## src/hdl/gradient_ramp_sampler_unit_defines.svh

```systemverilog
// assertion macros shared by the gradient ramp sampler rtl
// needs a clock named clk and an active high reset named rst in the using scope
`ifndef GRADIENT_RAMP_SAMPLER_UNIT_DEFINES_SVH
`define GRADIENT_RAMP_SAMPLER_UNIT_DEFINES_SVH

// condition implies consequence in the same cycle
`define GRS_ASSERT_NOW(label, ante, cons, msg) \
  label: assert property (@(posedge clk) disable iff (rst) (ante) |-> (cons)) \
    else $error(msg);

// condition implies consequence in the next cycle
`define GRS_ASSERT_NEXT(label, ante, cons, msg) \
  label: assert property (@(posedge clk) disable iff (rst) (ante) |=> (cons)) \
    else $error(msg);

`endif

```

## src/hdl/grs_pkg.sv

```systemverilog
// types and constants for the gradient ramp sampler
// no dependencies
package grs_pkg;

  localparam int CH_W           = 8;
  localparam int LANES          = 4;
  localparam int PROD_W         = 2 * CH_W;
  localparam int BITS_PER_STAGE = 2;
  localparam int DIV_STAGES     = CH_W / BITS_PER_STAGE;

  // input item codes
  localparam logic MODE_LOAD   = 1'b0;
  localparam logic MODE_SAMPLE = 1'b1;

  // register map, selected by paddr[2]
  localparam logic        REG_STOP_COUNT  = 1'b0;
  localparam logic [31:0] STOP_COUNT_MASK = 32'h0000_000F;

  // one stop as held in the stop memory
  typedef struct packed {
    logic [CH_W-1:0]         ratio;
    logic [LANES*CH_W-1:0]   color;
  } stop_entry_t;

  // one color channel on its way through the divider
  typedef struct packed {
    logic [PROD_W-1:0] rem;
    logic [CH_W-1:0]   q;
    logic [CH_W-1:0]   den;
    logic              neg;
    logic [CH_W-1:0]   c0;
  } lane_t;

  typedef struct packed {
    logic                  valid;
    lane_t [LANES-1:0]     lane;
  } div_stage_t;

endpackage

```

## src/hdl/gradient_ramp_sampler_unit.sv

```systemverilog
// gradient ramp sampler: stop table, stop search, per-channel lerp via pipelined divider
// a sample result passes the search, memory read, product and divider stages, then the output register
// throughput: one transaction per cycle; one enable stalls every stage while out is held
// reset: clears stage valid bits and sets stop_count to 1; stop table is not reset
// depends on grs_pkg and gradient_ramp_sampler_unit_defines.svh
`include "gradient_ramp_sampler_unit_defines.svh"

module gradient_ramp_sampler_unit
  import grs_pkg::*;
#(
  parameter int MAX_STOPS = 15
) (
  input  logic        clk,
  input  logic        rst,
  // apb configuration port
  input  logic        psel,
  input  logic        penable,
  input  logic        pwrite,
  input  logic [2:0]  paddr,
  input  logic [31:0] pwdata,
  output logic [31:0] prdata,
  output logic        pready,
  // input transactions
  input  logic        in_valid,
  output logic        in_ready,
  input  logic        mode,
  input  logic [3:0]  stop_index,
  input  logic [7:0]  stop_ratio,
  input  logic [7:0]  stop_red,
  input  logic [7:0]  stop_green,
  input  logic [7:0]  stop_blue,
  input  logic [7:0]  stop_alpha,
  input  logic [7:0]  sample_ratio,
  // result transactions
  output logic        out_valid,
  input  logic        out_ready,
  output logic [7:0]  out_red,
  output logic [7:0]  out_green,
  output logic [7:0]  out_blue,
  output logic [7:0]  out_alpha
);

  localparam int          IDX_W   = (MAX_STOPS > 1) ? $clog2(MAX_STOPS) : 1;
  localparam logic [3:0]  MAX_CNT = 4'(MAX_STOPS);

  // configuration register
  logic [3:0] stop_count;
  logic       cfg_write;

  assign pready    = 1'b1;
  assign cfg_write = psel & penable & pwrite & pready;
  assign prdata    = (paddr[2] == REG_STOP_COUNT) ? {28'b0, stop_count} : 32'b0;

  always_ff @(posedge clk) begin
    if (rst) begin
      stop_count <= 4'd1;
    end else if (cfg_write && (paddr[2] == REG_STOP_COUNT)) begin
      stop_count <= 4'(pwdata & STOP_COUNT_MASK);
    end
  end

  // effective count: zero reads as one, large values clamp to the table size
  logic [3:0] n_eff;
  always_comb begin
    n_eff = stop_count;
    if (stop_count == 4'd0) begin
      n_eff = 4'd1;
    end else if (stop_count > MAX_CNT) begin
      n_eff = MAX_CNT;
    end
  end

  // global pipeline enable
  logic en;
  assign en       = ~out_valid | out_ready;
  assign in_ready = en;

  logic in_fire;
  logic load_wr;
  assign in_fire = in_valid & in_ready;
  assign load_wr = in_fire && (mode == MODE_LOAD) && (stop_index < MAX_CNT);

  // stop ratios in flops for the parallel search, full stops in a two-read memory
  logic [CH_W-1:0] ratio_reg [MAX_STOPS];
  stop_entry_t     stop_mem  [MAX_STOPS];

  logic [IDX_W-1:0] lo_idx;
  logic [IDX_W-1:0] hi_idx;
  logic             s1_copy;

  stop_entry_t      s2_lo;
  stop_entry_t      s2_hi;

  always_ff @(posedge clk) begin
    if (load_wr) begin
      ratio_reg[stop_index[IDX_W-1:0]] <= stop_ratio;
      stop_mem[stop_index[IDX_W-1:0]]  <= '{ratio: stop_ratio,
                                            color: {stop_alpha, stop_blue,
                                                    stop_green, stop_red}};
    end
    if (en) begin
      s2_lo <= stop_mem[lo_idx];
      s2_hi <= stop_mem[hi_idx];
    end
  end

  // stage 1: captured sample ratio
  logic            s1_valid;
  logic [CH_W-1:0] s1_ratio;

  always_ff @(posedge clk) begin
    if (rst) begin
      s1_valid <= 1'b0;
    end else if (en) begin
      s1_valid <= in_fire && (mode == MODE_SAMPLE);
    end
  end

  always_ff @(posedge clk) begin
    if (en) begin
      s1_ratio <= sample_ratio;
    end
  end

  // stage 1 search: first stop past the head whose ratio reaches the sample
  logic             found;
  logic [IDX_W-1:0] fidx;

  always_comb begin
    found = 1'b0;
    fidx  = '0;
    for (int i = MAX_STOPS - 1; i >= 1; i--) begin
      if ((4'(i) < n_eff) && (ratio_reg[i] >= s1_ratio)) begin
        found = 1'b1;
        fidx  = IDX_W'(i);
      end
    end
    if (s1_ratio < ratio_reg[0]) begin
      lo_idx  = '0;
      hi_idx  = '0;
      s1_copy = 1'b1;
    end else if (found) begin
      lo_idx  = fidx - IDX_W'(1);
      hi_idx  = fidx;
      s1_copy = 1'b0;
    end else begin
      lo_idx  = IDX_W'(n_eff - 4'd1);
      hi_idx  = IDX_W'(n_eff - 4'd1);
      s1_copy = 1'b1;
    end
  end

  // stage 2: stop pair read back from memory
  logic            s2_valid;
  logic [CH_W-1:0] s2_ratio;
  logic            s2_copy;

  always_ff @(posedge clk) begin
    if (rst) begin
      s2_valid <= 1'b0;
    end else if (en) begin
      s2_valid <= s1_valid;
    end
  end

  always_ff @(posedge clk) begin
    if (en) begin
      s2_ratio <= s1_ratio;
      s2_copy  <= s1_copy;
    end
  end

  // stage 2 math: span, offset and per-channel |c1-c0|*t
  logic [CH_W:0]   den_wide;
  logic [CH_W-1:0] t_off;
  logic            copy2;
  div_stage_t      div_in;

  always_comb begin
    logic [CH_W:0]   diff;
    logic [CH_W-1:0] mag;
    logic [CH_W-1:0] c0;
    logic [CH_W-1:0] c1;
    den_wide     = {1'b0, s2_hi.ratio} - {1'b0, s2_lo.ratio};
    t_off        = s2_ratio - s2_lo.ratio;
    copy2        = s2_copy | den_wide[CH_W] | (den_wide == '0);
    div_in.valid = s2_valid;
    for (int k = 0; k < LANES; k++) begin
      c0   = s2_lo.color[k*CH_W +: CH_W];
      c1   = s2_hi.color[k*CH_W +: CH_W];
      diff = {1'b0, c1} - {1'b0, c0};
      mag  = diff[CH_W] ? CH_W'(-diff) : diff[CH_W-1:0];
      div_in.lane[k].c0  = c0;
      div_in.lane[k].neg = diff[CH_W];
      div_in.lane[k].q   = '0;
      if (copy2) begin
        div_in.lane[k].rem = '0;
        div_in.lane[k].den = CH_W'(1);
      end else begin
        div_in.lane[k].rem = PROD_W'(mag) * PROD_W'(t_off);
        div_in.lane[k].den = den_wide[CH_W-1:0];
      end
    end
  end

  // restoring divider step: two quotient bits per stage, msb first
  function automatic lane_t div_step(lane_t l, int unsigned k);
    lane_t           r;
    logic [PROD_W-1:0] dsh;
    int unsigned     j;
    r = l;
    for (int unsigned b = 0; b < BITS_PER_STAGE; b++) begin
      j   = CH_W - 1 - k * BITS_PER_STAGE - b;
      dsh = PROD_W'(r.den) << j;
      if (r.rem >= dsh) begin
        r.rem  = r.rem - dsh;
        r.q[j] = 1'b1;
      end
    end
    return r;
  endfunction

  // stage 3 holds products, stages 4 to 7 run the divider
  div_stage_t pipe [DIV_STAGES + 1];

  always_ff @(posedge clk) begin
    if (rst) begin
      for (int s = 0; s <= DIV_STAGES; s++) begin
        pipe[s].valid <= 1'b0;
      end
    end else if (en) begin
      pipe[0].valid <= div_in.valid;
      for (int s = 0; s < DIV_STAGES; s++) begin
        pipe[s+1].valid <= pipe[s].valid;
      end
    end
    if (en) begin
      pipe[0].lane <= div_in.lane;
      for (int s = 0; s < DIV_STAGES; s++) begin
        for (int k = 0; k < LANES; k++) begin
          pipe[s+1].lane[k] <= div_step(pipe[s].lane[k], s);
        end
      end
    end
  end

  // final: floor of the signed quotient, ceiling of the magnitude when negative
  logic [CH_W-1:0] res [LANES];

  always_comb begin
    for (int k = 0; k < LANES; k++) begin
      if (pipe[DIV_STAGES].lane[k].neg) begin
        res[k] = pipe[DIV_STAGES].lane[k].c0 - pipe[DIV_STAGES].lane[k].q
                 - CH_W'(pipe[DIV_STAGES].lane[k].rem != '0);
      end else begin
        res[k] = pipe[DIV_STAGES].lane[k].c0 + pipe[DIV_STAGES].lane[k].q;
      end
    end
  end

  // output register
  always_ff @(posedge clk) begin
    if (rst) begin
      out_valid <= 1'b0;
    end else if (en) begin
      out_valid <= pipe[DIV_STAGES].valid;
    end
  end

  always_ff @(posedge clk) begin
    if (en) begin
      out_red   <= res[0];
      out_green <= res[1];
      out_blue  <= res[2];
      out_alpha <= res[3];
    end
  end

  // checks on the search, the divider and the stop table
  `GRS_ASSERT_NOW(a_pair_order, s1_valid,
    (lo_idx <= hi_idx) && (int'(hi_idx) < MAX_STOPS), "stop pair index out of order")

  `GRS_ASSERT_NEXT(a_load_head, in_fire && (mode == MODE_LOAD) && (stop_index == 4'd0),
    ratio_reg[0] == $past(stop_ratio), "head stop ratio not written")

  for (genvar g = 0; g < LANES; g++) begin : g_chk
    `GRS_ASSERT_NOW(a_den_nonzero, pipe[0].valid,
      pipe[0].lane[g].den != '0, "divider span is zero")
    `GRS_ASSERT_NOW(a_rem_bound, pipe[DIV_STAGES].valid,
      pipe[DIV_STAGES].lane[g].rem < PROD_W'(pipe[DIV_STAGES].lane[g].den),
      "divider remainder not below span")
  end

endmodule

```

## config.mk

```make
export PLATFORM = sky130hd
export DESIGN_NAME = gradient_ramp_sampler_unit
export DESIGN_NICKNAME = d
export VERILOG_FILES = /design/src/hdl/grs_pkg.sv /design/src/hdl/gradient_ramp_sampler_unit.sv
export VERILOG_INCLUDE_DIRS = /design/src /design/src/hdl
export SDC_FILE = /design/constraint.sdc
export NUM_CORES = 2
export LEC_CHECK = 0
export ABC_CLOCK_PERIOD_IN_PS = 18750
export BUFFER_PORTS_ARGS = -buffer_cell sky130_fd_sc_hd__buf_2
export CAP_MARGIN = 20
export CORE_AREA = 2 2 383 385
export DETAILED_ROUTE_END_ITERATION = 10
export DIE_AREA = 0 0 385 387
export PLACE_DENSITY = 0.83
export SYNTH_ARGS = -nofsm -noshare
export SYNTH_HDL_FRONTEND = slang
export SYNTH_SLANG_ARGS = --single-unit
```

## constraint.sdc

```tcl
create_clock -name clk -period 18.75 [get_ports clk]
set_input_delay 2.8125 -clock clk [delete_from_list [all_inputs] [get_ports clk]]
set_output_delay 2.8125 -clock clk [all_outputs]
set_load 0.005 [all_outputs]
```

==> summary.txt <==
Final layout
  – Nets: 8,290
  – Filler cells: roughly 11k
  – Layout cells sized above 1: 8.95%
  – Area of the multi-input gates: 39,900 um^2
  – Max reg flops: 617
  – Register Area: 40,600 um^2
  – Finished Core Util: 62.9%
  – Layout area overhead: 8.99%
  – Design area: about 91,000 um^2

Drt
  – DRT iter0 DRCs: 5,594
  – Via count: 57.7k
  – DRT Pass-1 Iters: 6
  – WL/cell: 21.0 um
  – Remaining DRCs: 0
  – WL final: 198 mm
  – Routed Antenna Nets: 0
  – Vias/cell: 6.14

Worst setup path
  – CP max FO: 9
  – Critical Path AT: 8310 ps
  – Setup Crit Path Kind: flip-flop to flip-flop
  – Type of destination of the critical path: flip-flop
  – Critical path data required time: 19,250 ps
  – Worst path max stage delay: between 600 and 700 ps
  – Critical path launch point type: flip-flop
  – Worst path bufs/invs: 5
  – CP delay by family, top: compound AO/OA/AOI/OAI gates
  – Slowest-stage cell, CP: a21oi_1

Clocking
  – TritonCTS clock tree: yes
  – Root buf cell: clkbuf_16
  – H-tree depth: 4
  – Post-CTS setup buffer count: 0
  – # resized after CTS: 0
  – Clk Latency, worst-skew pair: 800 ps
  – Max clock buf depth: 3
  – Clock buffer count from CTS: 144
  – # hold bufs at CTS: 0
  – Number of sinks driven by the clock tree: roughly 1.4k
  – Worst-path clk slew: 60 ps

Pwr
  – Logic pwr share: 61.6%
  – Tot Pwr: 19,200 uW
  – Cell-internal power: 11,100 uW
  – Peak VDD IR: approximately 0.00030 V
  – Static leakage: about 0.037 uW
  – Power density cells: 210 nW/um^2
  – Power share of the sequential group: 23.4%
  – Switching Power: 8000 uW
  – Clock share of power: 15.1%
  – Switching part of the total: 41.8%

Flow run
  – Max_cap viols: 0

Outcome
  – Status: completed

Floorplanning
  – Core ar.: 145,000 um^2
  – Io pins: 162
  – Chip Height: 387 um
  – Row cnt: 140
  – Die ar.: 149,000 um^2
  – Initial core utilization: 57.7%
  – Die W: 385 um

Global route
  – First-pass GRT wire length: a little over 300 mm
  – Tot GR Track Use: 26.4%
  – Initial antenna violation count: 14
  – Vias in the first global route: a little under 60k
  – Largest net degree at the start of global routing: 142
  – GRT overflow: 0

Synthesis
  – EDFF count, synth: 1,346
  – Register area share after synthesis: 48.5%
  – Avg Inst Size Synth: 11.5 um^2
  – Ys flop type: edfxtp_1
  – Synth area leader: edfxtp_1
  – Mapped Area: 83,600 um^2
  – Number of synthesized register bits: approximately 1.4k
  – Synth cell count leaders: edfxtp_1 (1,346), nor2_1 (755), ha_1 (649)
  – Gate Count Post-Synth: 7,280
  – Count of cell types in the netlist: 96
  – Largest cells by area after synthesis: edfxtp_1 (48%), ha_1 (9.7%), mux2i_1 (5.2%), fa_1 (4.6%), nor2_1 (3.4%)
  – Top-area cell type share of the netlist area: 48.4%
  – YS warnings: 0
  – Most numerous cell in the Yosys netlist: edfxtp_1
  – Asr flop ratio synth: 0%

Place
  – Port Buffer Count: a little over 100
  – DP Area: 86,200 um^2
  – GPL Wtd Cong: 0.920
  – Pre-CTS setup slack: 11,060 ps
  – Post-DP HPWL: 131 mm

STA
  – Worst clock skew: 38.0 ps
  – Final Worst Setup Slack: 10,940 ps
  – Slew headroom: 23.9%
  – Crit share post-route: 41.7%
  – Final Slew Violations: 0
  – # setup viols final: 0
  – Final Hold Viols: 0
  – RSZ-0062 raised after global routing: no
  – Setup TNS: 0 ps
  – Maximum clock frequency: between 100 and 150 MHz
  – Min cycle time layout: roughly 7800 ps
  – Slew at the pin with the worst max-slew slack: 1140 ps

Hold path
  – Worst min path class: flip-flop to flip-flop
## worst paths after layout
path,start,to,slack [ps],cells past startpoint
worst min-delay path,pipe[1][43]$_DFFE_PN_,pipe[2][43]$_DFFE_PN_,410,0
worst max register to register,s2_hi[24]$_DFFE_PN_,pipe[0][163]$_SDFFCE_PP0N_,10940,31
worst max-delay path,s2_hi[24]$_DFFE_PN_,pipe[0][163]$_SDFFCE_PP0N_,10940,31
worst min register to register,pipe[1][43]$_DFFE_PN_,pipe[2][43]$_DFFE_PN_,410,0
## power groups by stage
stage	Clock (uW)	Combinational, uW	Sequential [uW]
2_1_floorplan	0	9260	4430
3_3_place_gp	0	11100	4520
3_5_place_dp	0	11600	4530
4_1_cts	2920	11800	4470
5_1_grt	3040	13400	4520
6_report	2890	11800	4470
## worst reg2reg max path, delay by kind of cell (launching register included)
family,cells,cell delay (ps)
flip-flops,1,360
XOR/XNOR,2,790
buffers and inverters,5,280
AO/OA/AOI/OAI,13,3020
adder cells (fa/ha/maj),7,2720
AND/OR/NAND/NOR,4,350
## logic make-up (layout without fill, tap and decap cells)
logic type	Yosys count	in the layout	synth area share, %
buf+inv	890	1049	4.18
simple gates	1775	1775	10.1
compound gates	1452	1452	11.0
xor+xnor	344	344	3.60
fa+ha+maj	843	843	14.4
other cells	2	36	0.00898
flops	1353	1353	48.5
mux	621	621	8.25
## placed cells by master, fill, tap and decap left out, types with 46 or more instances in the layout
| cell | n |
|---|---|
| edfxtp_1 | 1346 |
| nor2_1 | 746 |
| ha_1 | 649 |
| inv_1 | 611 |
| mux2i_1 | 438 |
| a21oi_1 | 357 |
| nand2_1 | 277 |
| o21ai_0 | 275 |
| xnor2_1 | 204 |
| fa_1 | 194 |
| o22ai_1 | 162 |
| clkbuf_16 | 147 |
| mux2_2 | 141 |
| xor2_1 | 134 |
| nor3_1 | 122 |
| a211oi_1 | 117 |
| a21o_1 | 107 |
| buf_2 | 102 |
| nor2b_1 | 101 |
| nand2b_1 | 96 |
| o31ai_1 | 84 |
| nand4_1 | 77 |
| buf_4 | 68 |
| nand3_1 | 65 |
| o21bai_1 | 58 |
| o211ai_1 | 51 |
| or2_2 | 46 |
## final cells by class
type                       count  area share, %
clock buffer                 174           4.18
clock inverter                86           1.10
tap                         1917           2.63
timing repair buffer         173           1.19
antenna                        7         0.0192
inverter                     616           2.54
sequential                  1353           44.5
multi-input combinational   5064           43.8
## metal layers
layer  global-route usage [%]  part of all wire [%]  vias up
met5                        0                 0.046        -
met4                     11.5                   4.2       14
met3                     4.88                   8.4      579
met2                     44.1                    48     2458
met1                     33.5                    39    27900
li1                         -                     -    26800
## through the flow
step / hold slack, ps / instances
after global placement: 402 / 9122
after detailed placement: 405 / 9122
after global routing: 418 / 9385
after CTS: 414 / 9382
final: 414 / 9390
after floorplan: 400 / 7307
Power figures use the tool's default switching activity.
